$ cat src/rtl/wpm_pkg.sv
// Shared types, constants and helpers for the wildcard pattern matcher.
// Depends on nothing; every other RTL file imports it.
package wpm_pkg;

  localparam int PATTERN_DEPTH = 64;
  localparam int ADDR_W        = (PATTERN_DEPTH > 1) ? $clog2(PATTERN_DEPTH) : 1;
  localparam int LEN_W         = $clog2(PATTERN_DEPTH + 1);

  localparam int CMDQ_DEPTH    = 4;
  localparam int CMDQ_AW       = $clog2(CMDQ_DEPTH);

  localparam logic [7:0] CH_STAR     = 8'h2A;
  localparam logic [7:0] CH_QUESTION = 8'h3F;

  typedef enum logic [1:0] {
    OP_CLEAR   = 2'd0,
    OP_APPEND  = 2'd1,
    OP_SUBJECT = 2'd2,
    OP_END     = 2'd3
  } opcode_t;

  typedef struct packed {
    logic [1:0] opcode;
    logic [7:0] char_code;
  } in_item_t;

  typedef struct packed {
    logic matched;
    logic pattern_overflow;
  } result_t;

  // Decoded command; subject bytes are already case-folded.
  typedef struct packed {
    opcode_t    op;
    logic [7:0] ch;
  } cmd_t;

  typedef struct packed {
    logic valid;
    cmd_t cmd;
  } cmd_slot_t;

  function automatic logic [7:0] fold(input logic [7:0] c);
    return (c >= 8'h41 && c <= 8'h5A) ? c + 8'h20 : c;
  endfunction

endpackage

$ cat src/rtl/wpm_front.sv
// Front end: accepts input items, decodes them into commands and queues them.
// Depends on wpm_pkg.
module wpm_front import wpm_pkg::*; (
  input  logic      clk,
  input  logic      rst,
  input  logic      push,
  input  in_item_t  item,
  output logic      full,
  output cmd_slot_t head,
  input  logic      take
);

  cmd_t               q [CMDQ_DEPTH];
  logic [CMDQ_AW-1:0] wr_ptr;
  logic [CMDQ_AW-1:0] rd_ptr;
  logic [CMDQ_AW:0]   count;
  logic               accept;
  logic               deq;
  cmd_t               cmd_in;

  assign full       = (count == (CMDQ_AW + 1)'(CMDQ_DEPTH));
  assign accept     = push && !full;
  assign head.valid = (count != '0);
  assign head.cmd   = q[rd_ptr];
  assign deq        = take && head.valid;

  always_comb begin
    cmd_in.op = opcode_t'(item.opcode);
    // fold subject bytes here so the engine compares against one side only
    cmd_in.ch = (cmd_in.op == OP_SUBJECT) ? fold(item.char_code) : item.char_code;
  end

  always_ff @(posedge clk) begin
    if (accept) begin
      q[wr_ptr] <= cmd_in;
    end
  end

  always_ff @(posedge clk) begin
    if (rst) begin
      wr_ptr <= '0;
      rd_ptr <= '0;
      count  <= '0;
    end else begin
      if (accept) wr_ptr <= wr_ptr + 1'b1;
      if (deq)    rd_ptr <= rd_ptr + 1'b1;
      unique case ({accept, deq})
        2'b10:   count <= count + 1'b1;
        2'b01:   count <= count - 1'b1;
        default: count <= count;
      endcase
    end
  end

endmodule

$ cat src/rtl/wpm_engine.sv
// Back end: pattern store, match sequencer and result queue.
// Depends on wpm_pkg; takes commands from wpm_front.
module wpm_engine import wpm_pkg::*; (
  input  logic      clk,
  input  logic      rst,
  input  cmd_slot_t head,
  output logic      take,
  output logic      empty,
  output result_t   result,
  input  logic      pop
);

  typedef enum logic [1:0] {
    S_IDLE = 2'b01,
    S_EVAL = 2'b10
  } state_t;

  state_t            state, state_next;
  logic [LEN_W-1:0]  len, len_next;
  logic [LEN_W-1:0]  ptr, ptr_next;
  logic              star_seen, star_seen_next;
  logic [ADDR_W-1:0] star_pos, star_pos_next;
  logic              failed, failed_next;
  logic              ovf, ovf_next;
  cmd_t              cur;

  logic [7:0]        mem [PATTERN_DEPTH];
  logic [7:0]        rdata;
  logic [ADDR_W-1:0] raddr;
  logic              mem_we;

  result_t           rq [2];
  logic              rq_wr, rq_rd;
  logic [1:0]        rq_cnt;
  logic              rq_full;
  logic              res_push;
  logic              res_matched;
  logic              res_pop;

  logic [LEN_W-1:0]  ptr_inc;
  logic [LEN_W-1:0]  ptr_back;
  logic              char_ok;

  assign rq_full  = (rq_cnt == 2'd2);
  assign empty    = (rq_cnt == 2'd0);
  assign result   = rq[rq_rd];
  assign res_pop  = pop && !empty;

  assign take     = (state == S_IDLE) && head.valid && !rq_full;
  assign ptr_inc  = ptr + 1'b1;
  assign ptr_back = LEN_W'(star_pos) + 1'b1;
  assign char_ok  = (rdata == CH_QUESTION) || (fold(rdata) == cur.ch);

  always_comb begin
    state_next     = state;
    len_next       = len;
    ptr_next       = ptr;
    star_seen_next = star_seen;
    star_pos_next  = star_pos;
    failed_next    = failed;
    ovf_next       = ovf;
    mem_we         = 1'b0;
    raddr          = ptr[ADDR_W-1:0];
    res_push       = 1'b0;
    res_matched    = 1'b0;

    unique case (state)
      S_IDLE: begin
        if (take) begin
          unique case (head.cmd.op)
            OP_CLEAR: begin
              len_next       = '0;
              ovf_next       = 1'b0;
              ptr_next       = '0;
              star_seen_next = 1'b0;
              star_pos_next  = '0;
              failed_next    = 1'b0;
            end
            OP_APPEND: begin
              if (len < LEN_W'(PATTERN_DEPTH)) begin
                mem_we   = 1'b1;
                len_next = len + 1'b1;
              end else begin
                ovf_next = 1'b1;
              end
            end
            OP_SUBJECT: begin
              if (!failed) begin
                if (ptr < len) begin
                  state_next = S_EVAL;
                end else if (star_seen) begin
                  ptr_next = ptr_back;
                end else begin
                  failed_next = 1'b1;
                end
              end
            end
            OP_END: begin
              if (!failed && ptr < len) begin
                state_next = S_EVAL;
              end else begin
                res_push       = 1'b1;
                res_matched    = !failed;
                ptr_next       = '0;
                star_seen_next = 1'b0;
                star_pos_next  = '0;
                failed_next    = 1'b0;
              end
            end
            default: ;
          endcase
        end
      end

      S_EVAL: begin
        if (rdata == CH_STAR) begin
          // skip the star, remember it and read the next pattern byte
          star_seen_next = 1'b1;
          star_pos_next  = ptr[ADDR_W-1:0];
          ptr_next       = ptr_inc;
          raddr          = ptr_inc[ADDR_W-1:0];
          if (ptr_inc >= len) begin
            // pattern ends in a star: subject byte falls back onto the same spot
            state_next = S_IDLE;
            if (cur.op == OP_END) begin
              res_push       = 1'b1;
              res_matched    = 1'b1;
              ptr_next       = '0;
              star_seen_next = 1'b0;
              star_pos_next  = '0;
              failed_next    = 1'b0;
            end
          end
        end else begin
          state_next = S_IDLE;
          if (cur.op == OP_END) begin
            // a non-star byte is left, so the pattern is not exhausted
            res_push       = 1'b1;
            res_matched    = 1'b0;
            ptr_next       = '0;
            star_seen_next = 1'b0;
            star_pos_next  = '0;
            failed_next    = 1'b0;
          end else if (char_ok) begin
            ptr_next = ptr_inc;
          end else if (star_seen) begin
            ptr_next = ptr_back;
          end else begin
            failed_next = 1'b1;
          end
        end
      end

      default: state_next = S_IDLE;
    endcase
  end

  always_ff @(posedge clk) begin
    if (mem_we) begin
      mem[len[ADDR_W-1:0]] <= head.cmd.ch;
    end
    rdata <= mem[raddr];
  end

  always_ff @(posedge clk) begin
    if (take) begin
      cur <= head.cmd;
    end
    if (res_push) begin
      rq[rq_wr] <= '{matched: res_matched, pattern_overflow: ovf};
    end
  end

  always_ff @(posedge clk) begin
    if (rst) begin
      state     <= S_IDLE;
      len       <= '0;
      ptr       <= '0;
      star_seen <= 1'b0;
      star_pos  <= '0;
      failed    <= 1'b0;
      ovf       <= 1'b0;
      rq_wr     <= 1'b0;
      rq_rd     <= 1'b0;
      rq_cnt    <= '0;
    end else begin
      state     <= state_next;
      len       <= len_next;
      ptr       <= ptr_next;
      star_seen <= star_seen_next;
      star_pos  <= star_pos_next;
      failed    <= failed_next;
      ovf       <= ovf_next;
      if (res_push) rq_wr <= ~rq_wr;
      if (res_pop)  rq_rd <= ~rq_rd;
      unique case ({res_push, res_pop})
        2'b10:   rq_cnt <= rq_cnt + 1'b1;
        2'b01:   rq_cnt <= rq_cnt - 1'b1;
        default: rq_cnt <= rq_cnt;
      endcase
    end
  end

endmodule

$ cat src/rtl/wildcard_pattern_matcher_unit.sv
// Top level of the wildcard pattern matcher: front decoder/queue plus engine.
// Depends on wpm_pkg, wpm_front and wpm_engine.
//
// Case-insensitive '*' / '?' matcher. Items enter through a four-deep command
// queue, so the input side keeps taking items while the engine works or a
// result waits, until that queue is full. The engine handles one command at a
// time and takes none while the result queue is full: clear and append finish
// in the idle state; a subject byte or end of subject with pattern left issues
// the pattern store read, then evaluates its registered data, reading on past
// each star under the pattern pointer until a non-star byte or the pattern end
// (a subject byte after a failure, or with the pattern used up, needs no read).
// The pattern store read and its registered data set the pace of subject bytes.
// Results wait in a two-entry queue and are shown while empty is low.
module wildcard_pattern_matcher_unit import wpm_pkg::*; (
  input  logic     clk,
  input  logic     rst,
  input  logic     push,
  input  in_item_t item,
  output logic     full,
  output logic     empty,
  input  logic     pop,
  output result_t  result
);

  cmd_slot_t head;
  logic      take;

  wpm_front u_front (
    .clk  (clk),
    .rst  (rst),
    .push (push),
    .item (item),
    .full (full),
    .head (head),
    .take (take)
  );

  wpm_engine u_engine (
    .clk    (clk),
    .rst    (rst),
    .head   (head),
    .take   (take),
    .empty  (empty),
    .result (result),
    .pop    (pop)
  );

endmodule

$ cat config.mk
export PLATFORM = sky130hd
export DESIGN_NAME = wildcard_pattern_matcher_unit
export DESIGN_NICKNAME = d
export VERILOG_FILES = /design/src/rtl/wpm_pkg.sv /design/src/rtl/wpm_front.sv /design/src/rtl/wpm_engine.sv /design/src/rtl/wildcard_pattern_matcher_unit.sv
export SDC_FILE = /design/constraint.sdc
export NUM_CORES = 1
export LEC_CHECK = 0
export BUFFER_PORTS_ARGS = -buffer_cell sky130_fd_sc_hd__clkbuf_2
export CAP_MARGIN = 20
export CORE_MARGIN = 4
export CORE_UTILIZATION = 40
export CTS_BUF_LIST = sky130_fd_sc_hd__clkbuf_4
export DETAILED_ROUTE_END_ITERATION = 16
export MAX_ROUTING_LAYER = met4
export PLACE_DENSITY = 0.66
export SLEW_MARGIN = 30
export SYNTH_ARGS = -nofsm -noshare
export SYNTH_HDL_FRONTEND = slang
export SYNTH_SLANG_ARGS = --single-unit
$ cat constraint.sdc
create_clock -name clk -period 4.6 [get_ports clk]
set_input_delay 0.69 -clock clk [delete_from_list [all_inputs] [get_ports clk]]
set_output_delay 0.69 -clock clk [all_outputs]
set_load 0.01 [all_outputs]
==> results of run 1 <==
-- registers in the layout, summed over array words and instances, names as in the netlist, 2 cells and up, named ones only --
register	count
u_engine.rdata	8
u_engine.ptr	7
u_engine.rq_cnt	2
u_engine.len	7
u_engine.star_pos	6
u_front.rd_ptr	2
u_engine.cur	10
u_front.q	40
u_engine.rq	4
u_engine.mem	512
u_engine.state	2
u_front.count	3
u_front.wr_ptr	2
-- through the flow --
step | instances | hold slack (ns) | utilization, %
finish | 2665 | 0.178 | 46.0
global route | 2665 | 0.0930 | 46.0
CTS | 2663 | 0.0604 | 46.0
detailed placement | 2388 | 0.488 | 42.6
global placement | 2387 | 0.469 | 42.5
floorplan | 1557 | 0.450 | -
-- worst paths after layout --
path	start	to	slack [ns]	depth (start not counted)
hold / removal	item[6]	u_front.q[0][6]$_DFFE_PP_	0.18	2
hold reg to reg	u_engine.ovf$_SDFFE_PP0P_	u_engine.rq[0][0]$_DFFE_PP_	0.48	0
setup reg to reg	u_engine.rdata[3]$_DFF_P_	u_engine.rdata[7]$_DFF_P_	0.48	9
setup / recovery	u_engine.rdata[3]$_DFF_P_	u_engine.rdata[7]$_DFF_P_	0.48	9
-- logic make-up (layout without fill, tap and decap cells) --
group,Yosys count,count (layout),synth area share [%]
AND/OR/NAND/NOR,488,488,8.90
multiplexers,147,147,10.9
buffers and inverters,99,368,1.66
other,0,2,0
XOR/XNOR,34,34,1.19
adder cells (fa/ha/maj),32,32,1.63
flip-flops,613,613,71.8
AO/OA/AOI/OAI,144,144,3.96
-- layout make-up --
class | instances | area [µm²] | share of cell area (%)
flip-flops and latches | 613 | 17900 | 63.1
multi-input cells | 845 | 6730 | 23.7
clock buffers | 217 | 1630 | 5.73
well taps | 837 | 1050 | 3.68
repair buffers | 70 | 593 | 2.09
clock inverters | 49 | 364 | 1.28
inverters | 32 | 120 | 0.423
diodes | 2 | 5.00 | 0.0176
-- repair_timing --
action / in CTS / in global routing
setup endpoints to repair: 0 / 0
hold endpoints to repair: 33 / 0
hold buffers: 9 / 0
setup buffers: 0 / 0
-- synth_stat cells (7+ instances only) --
library cell / count / area (µm²)
mux4_2: 99 / 2230
a22oi_1: 15 / 113
inv_1: 31 / 116
mux2i_1: 43 / 430
a21oi_1: 32 / 160
or4_1: 10 / 75.1
xor2_1: 15 / 131
o22ai_1: 7 / 43.8
a21o_1: 8 / 60.1
a32oi_1: 7 / 61.3
buf_1: 7 / 26.3
clkbuf_1: 45 / 169
or3_1: 9 / 56.3
nor2b_1: 8 / 50.1
ha_1: 31 / 388
nor3_1: 7 / 35.0
nand3_1: 118 / 591
a211oi_1: 11 / 82.6
nand4_1: 15 / 93.8
o21ai_0: 17 / 85.1
nand2_1: 174 / 653
dfxtp_1: 47 / 941
edfxtp_1: 566 / 17000
and3_1: 7 / 43.8
buf_2: 10 / 50.1
xnor2_1: 19 / 166
nor2_1: 115 / 432
-- placed cells by master (no fill, tap or decap), types with 5 or more instances in the layout --
cell type and count:
a211oi_1 6, a211oi_2 5, a21o_1 8, a21oi_1 32, a22oi_1 15, a32oi_1 7
and2_1 5, and3_1 7, buf_12 7, buf_4 37, bufinv_16 6, clkbuf_2 17
clkbuf_4 217, clkinv_1 36, dfxtp_1 47, dlygate4sd3_1 9, edfxtp_1 566, ha_1 31
inv_1 31, mux2i_1 42, mux4_2 97, nand2_1 174, nand3_1 118, nand4_1 15
nor2_1 115, nor2b_1 8, nor3_1 7, nor4_1 5, o2111ai_1 6, o211ai_1 5
o21ai_0 17, o21ai_1 5, o22ai_1 7, or3_1 9, or4_1 10, xnor2_1 15
xor2_1 14
-- metal layers --
metal	vias to the layer above	track usage, %	share of wire, %	wire, µm
met5	-	-	0	0
met2	639	27.4	48	28000
li1	6507	-	-	-
met3	121	4.71	8.3	4870
met1	7361	23.6	41	23800
met4	0	6.89	2.8	1630
-- power groups by stage --
stage | Combinational [µW] | Clock [µW] | Sequential (µW)
finish | 1770 | 4660 | 7030
global route | 1940 | 5090 | 7040
CTS | 1790 | 4770 | 7020
detailed placement | 1780 | 0 | 7140
global placement | 1710 | 0 | 7140
floorplan | 1090 | 0 | 7100
==> impl_metrics.json, run 1 <==
{
  "status": "completed",
  "cp_common_cell": "nand3_1",
  "place_area_um2": 26300,
  "grt_pass1_wl_um": 88200,
  "power_density_nw_per_um2": 473,
  "wl_um": 58300,
  "synth-seq-cells": 613,
  "end_kind": "flip-flop",
  "stdcell_area_um2": 28400,
  "post-place-ws_ns": 0.655,
  "power_frac_seq_pct": 52.2,
  "drv_slew": 0,
  "power_uw": 13500,
  "grt_max_degree": 66,
  "setup_tns_ns": 0,
  "pwr-share-comb_pct": 13.2,
  "finalHoldViolCount": 0,
  "switchingPower_uw": 3580,
  "die_area_um2": 66500,
  "rsz0062_at_grt": "no",
  "fin_nets": 1759,
  "port_buffers": 17,
  "clockBufferDepth": 3,
  "hp-class": "in -> reg",
  "crit_type": "reg -> reg",
  "finClkSkew_ns": 0.0849,
  "ys_types": 64,
  "ys.flop_type": "edfxtp_1",
  "critPathTopFamily": "simple AND/OR/NAND/NOR gates",
  "syn_nets": 1603,
  "path_cells": "nor4b_1, nand4_1, xnor2_2, buf_12, nor2_1, nand3_1, nand3_1, o21ai_1, or4_1",
  "rows": 91,
  "die_w_um": 258,
  "tritoncts": "built",
  "drt-vias-per-instance": 5.49,
  "cts-root-buf": "clkbuf_4",
  "die_h_um": 258,
  "setup_ws_ns": 0.475,
  "crit_fanout": 50,
  "drc": 0,
  "drive_gt1_share_pct": 22.6,
  "antenna_found_initial": 2,
  "leakage_uw": 0.00949,
  "syn_inst": 1557,
  "syn_area_um2": 25000,
  "relSlewSlack_pct": 32.9,
  "grt_pass1_vias": 14571,
  "start_kind": "flip-flop",
  "async_reset_ff_share_pct": 0,
  "clk_latency_ns": 0.97,
  "critPathArrivalTime_ns": 4.94,
  "setup-violations-final": 0,
  "syn_area_per_cell_um2": 16.0,
  "ys_seq_area_share_pct": 71.8,
  "firstDrtPassIters": 5,
  "h-tree-depth": 4,
  "wl_per_cell_um": 21.9,
  "fin_crit_sh_pct": 89.7,
  "core-area_um2": 61800,
  "ant_nets": 0,
  "yosysWarnings": 0,
  "start_util_pct": 40.4,
  "synth-edff-count": 566,
  "min_period_ns": 4.12,
  "hpwl_um": 36100,
  "gr-total-overflow": 0,
  "power_frac_clock_pct": 34.6,
  "worst-path-buf-inv": 1,
  "peakVddDrop_mv": 0.394,
  "drv_cap": 0,
  "grt_use_total_pct": 18.1,
  "ctsResizeCount": 0,
  "num_vias": 14628,
  "pin_count": 18,
  "critPathSlowestCell": "nor4b_1",
  "critical-path-max-stage-delay_ns": 0.77,
  "power.internal_uw": 9870,
  "drt_iter0_drc": 1470,
  "path_clk_slew_ns": 0.07,
  "tightest_slew_ns": 1.01,
  "switching_share_pct": 26.6,
  "fillers": 5317,
  "gp_congestion": 0.889,
  "fmax_ghz": 0.242,
  "area_growth_pct": 13.8,
  "clkSinkCount": 613,
  "crit_required_ns": 5.41,
  "cts_buffers": 151
}
Power figures use the tool's default switching activity.
==> run 2, diff against run 1 <==
- BUFFER_PORTS_ARGS: -buffer_cell sky130_fd_sc_hd__clkbuf_2 -> default
- CAP_MARGIN: 20 -> 40
- DONT_BUFFER_PORTS: default -> 1
- PLACE_DENSITY: 0.66 -> 0.65
==> run 2 against run 1 <==
Effect of this change: via count rose by 0.14%; die area did not move; hold slack got worse by 0.074 ns; critical endpoint is now u_engine.rdata[1]$_DFF_P_.
==> impl_metrics.json, run 2 (same netlist as run 1, synthesis figures left out) <==
{
  "leakage_uw": 0.00949,
  "worst_hold_path.endpoint": "u_engine.ptr[5]$_SDFFE_PP0P_",
  "pwr-share-comb_pct": 13.8,
  "fmax_ghz": 0.254,
  "h-tree-depth": 4,
  "peakVddDrop_mv": 0.247,
  "end_kind": "flip-flop",
  "die_w_um": 258,
  "min_period_ns": 3.93,
  "drt_iter0_drc": 1551,
  "power_frac_seq_pct": 53.4,
  "power_density_nw_per_um2": 463,
  "r2r_end": "u_engine.rdata[1]$_DFF_P_",
  "setup_tns_ns": 0,
  "antenna_found_initial": 2,
  "clockBufferDepth": 3,
  "gp_congestion": 0.932,
  "fin_crit_sh_pct": 85.5,
  "crit_type": "reg -> reg",
  "drc": 0,
  "tightest_slew_ns": 0.839,
  "fin_util_pct": 45.8,
  "setup-violations-final": 0,
  "grt_pass1_vias": 15021,
  "rows": 91,
  "area_growth_pct": 13.4,
  "firstDrtPassIters": 5,
  "grt_pass1_wl_um": 92100,
  "worst-r2r-setup-slack_ns": 0.67,
  "grt_use_total_pct": 18.9,
  "power_frac_clock_pct": 32.8,
  "relSlewSlack_pct": 43.9,
  "drv_slew": 0,
  "core-area_um2": 61800,
  "drt-vias-per-instance": 5.51,
  "num_vias": 14648,
  "start_kind": "flip-flop",
  "port_buffers": 0,
  "die_h_um": 258,
  "power.internal_uw": 9610,
  "min_from": "rst",
  "final_cell_mix": "566 x edfxtp_1, 210 x clkbuf_4, 174 x nand2_1",
  "cts-root-buf": "clkbuf_4",
  "switching_share_pct": 26.8,
  "finalHoldViolCount": 0,
  "drive_gt1_share_pct": 22.7,
  "critPathArrivalTime_ns": 4.78,
  "wl_per_cell_um": 22.8,
  "hold_depth": 2,
  "r2r-start": "u_engine.rdata[2]$_DFF_P_",
  "crit_fanout": 57,
  "setup_ws_ns": 0.667,
  "clk_latency_ns": 0.98,
  "ctsResizeCount": 0,
  "clkSinkCount": 613,
  "grt_max_degree": 102,
  "path_clk_slew_ns": 0.06,
  "post-place-ws_ns": 0.710,
  "die_area_um2": 66500,
  "pin_count": 18,
  "tritoncts": "built",
  "gr-total-overflow": 0,
  "drv_cap": 0,
  "crit_required_ns": 5.45,
  "status": "completed",
  "hp-class": "in -> reg",
  "cts_buffers": 150,
  "wl_um": 60500,
  "ant_nets": 0,
  "post-cts-setup-buffers": 0,
  "rsz0062_at_grt": "no",
  "start_util_pct": 40.4,
  "hold_buffers": 12,
  "reg2reg_depth": 8,
  "final_common_cell": "edfxtp_1",
  "switchingPower_uw": 3520,
  "finClkSkew_ns": 0.0485,
  "largest_reg_flops": 512,
  "hpwl_um": 37900,
  "fin_nets": 1773
}
[run 2: cell types whose count changed in the layout (fill, tap and decap cells not counted), moves of 3 or more]
cell	delta
clkbuf_2	-15
buf_4	+24
clkinv_1	-14
buf_2	+4
a211oi_1	+3
a211oi_2	-3
bufinv_16	-3
clkbuf_4	-7
inv_2	+3
[run 2: worst max-delay path by stage]
| stage | startpoint | end | depth (start not counted) |
|---|---|---|---|
| 6_report | u_engine.rdata[2]$_DFF_P_ | u_engine.rdata[1]$_DFF_P_ | 8 |
| 5_1_grt | u_engine.ptr[0]$_SDFFE_PP0P_ | u_engine.rq_cnt[1]$_SDFFE_PP0P_ | 13 |
| 4_1_cts | u_engine.rdata[2]$_DFF_P_ | u_engine.rdata[7]$_DFF_P_ | 8 |
| 3_5_place_dp | u_engine.rdata[2]$_DFF_P_ | u_engine.rdata[7]$_DFF_P_ | 8 |
| 3_3_place_gp | u_engine.rdata[2]$_DFF_P_ | u_engine.rdata[7]$_DFF_P_ | 7 |
| 2_1_floorplan | flip-flop | u_engine.mem[31][0]$_DFFE_PP_ | 9 |
[run 2: final cells by class]
class | instances | area [µm²]
clock inverter | 33 | 216
inverter | 32 | 120
timing repair buffer | 85 | 733
fill | 5308 | 33500
multi-input combinational | 845 | 6700
tap | 837 | 1050
antenna | 3 | 7.51
clock buffer | 209 | 1570
sequential | 613 | 17900
[run 2: critical path: stages, from the launching register on]
cell and delay [ns]:
dfxtp_1 0.36, or4b_4 0.60, nor3_4 0.51, xnor2_2 0.27
buf_12 0.42, mux4_2 0.62, a22oi_1 0.25, nand4_1 0.22
or4_1 0.50
[run 2: power groups by stage]
stage	clock network (µW)	logic, µW	registers (µW)
6_report	4300	1810	7020
5_1_grt	4720	1960	7030
4_1_cts	4410	1790	7020
3_5_place_dp	0	1780	7140
3_3_place_gp	0	1690	7130
2_1_floorplan	0	1090	7100
[run 2: per-layer routing]
| metal | track usage [%] | part of all wire (%) |
|---|---|---|
| met1 | 24.0 | 41 |
| met2 | 30.3 | 49 |
| met3 | 4.39 | 7.2 |
| met4 | 6.65 | 2.8 |
| met5 | - | 0 |
[run 2: per-stage QoR]
step	cell area (µm²)	hold slack [ns]	power, µW	instances
finish	28300	0.105	13100	2657
detailed placement	26400	0.479	8910	2394
global placement	26300	0.464	8810	2389
global route	28300	0.0431	13700	2656
floorplan	25000	0.450	8190	1557
CTS	28300	0.00653	13200	2648
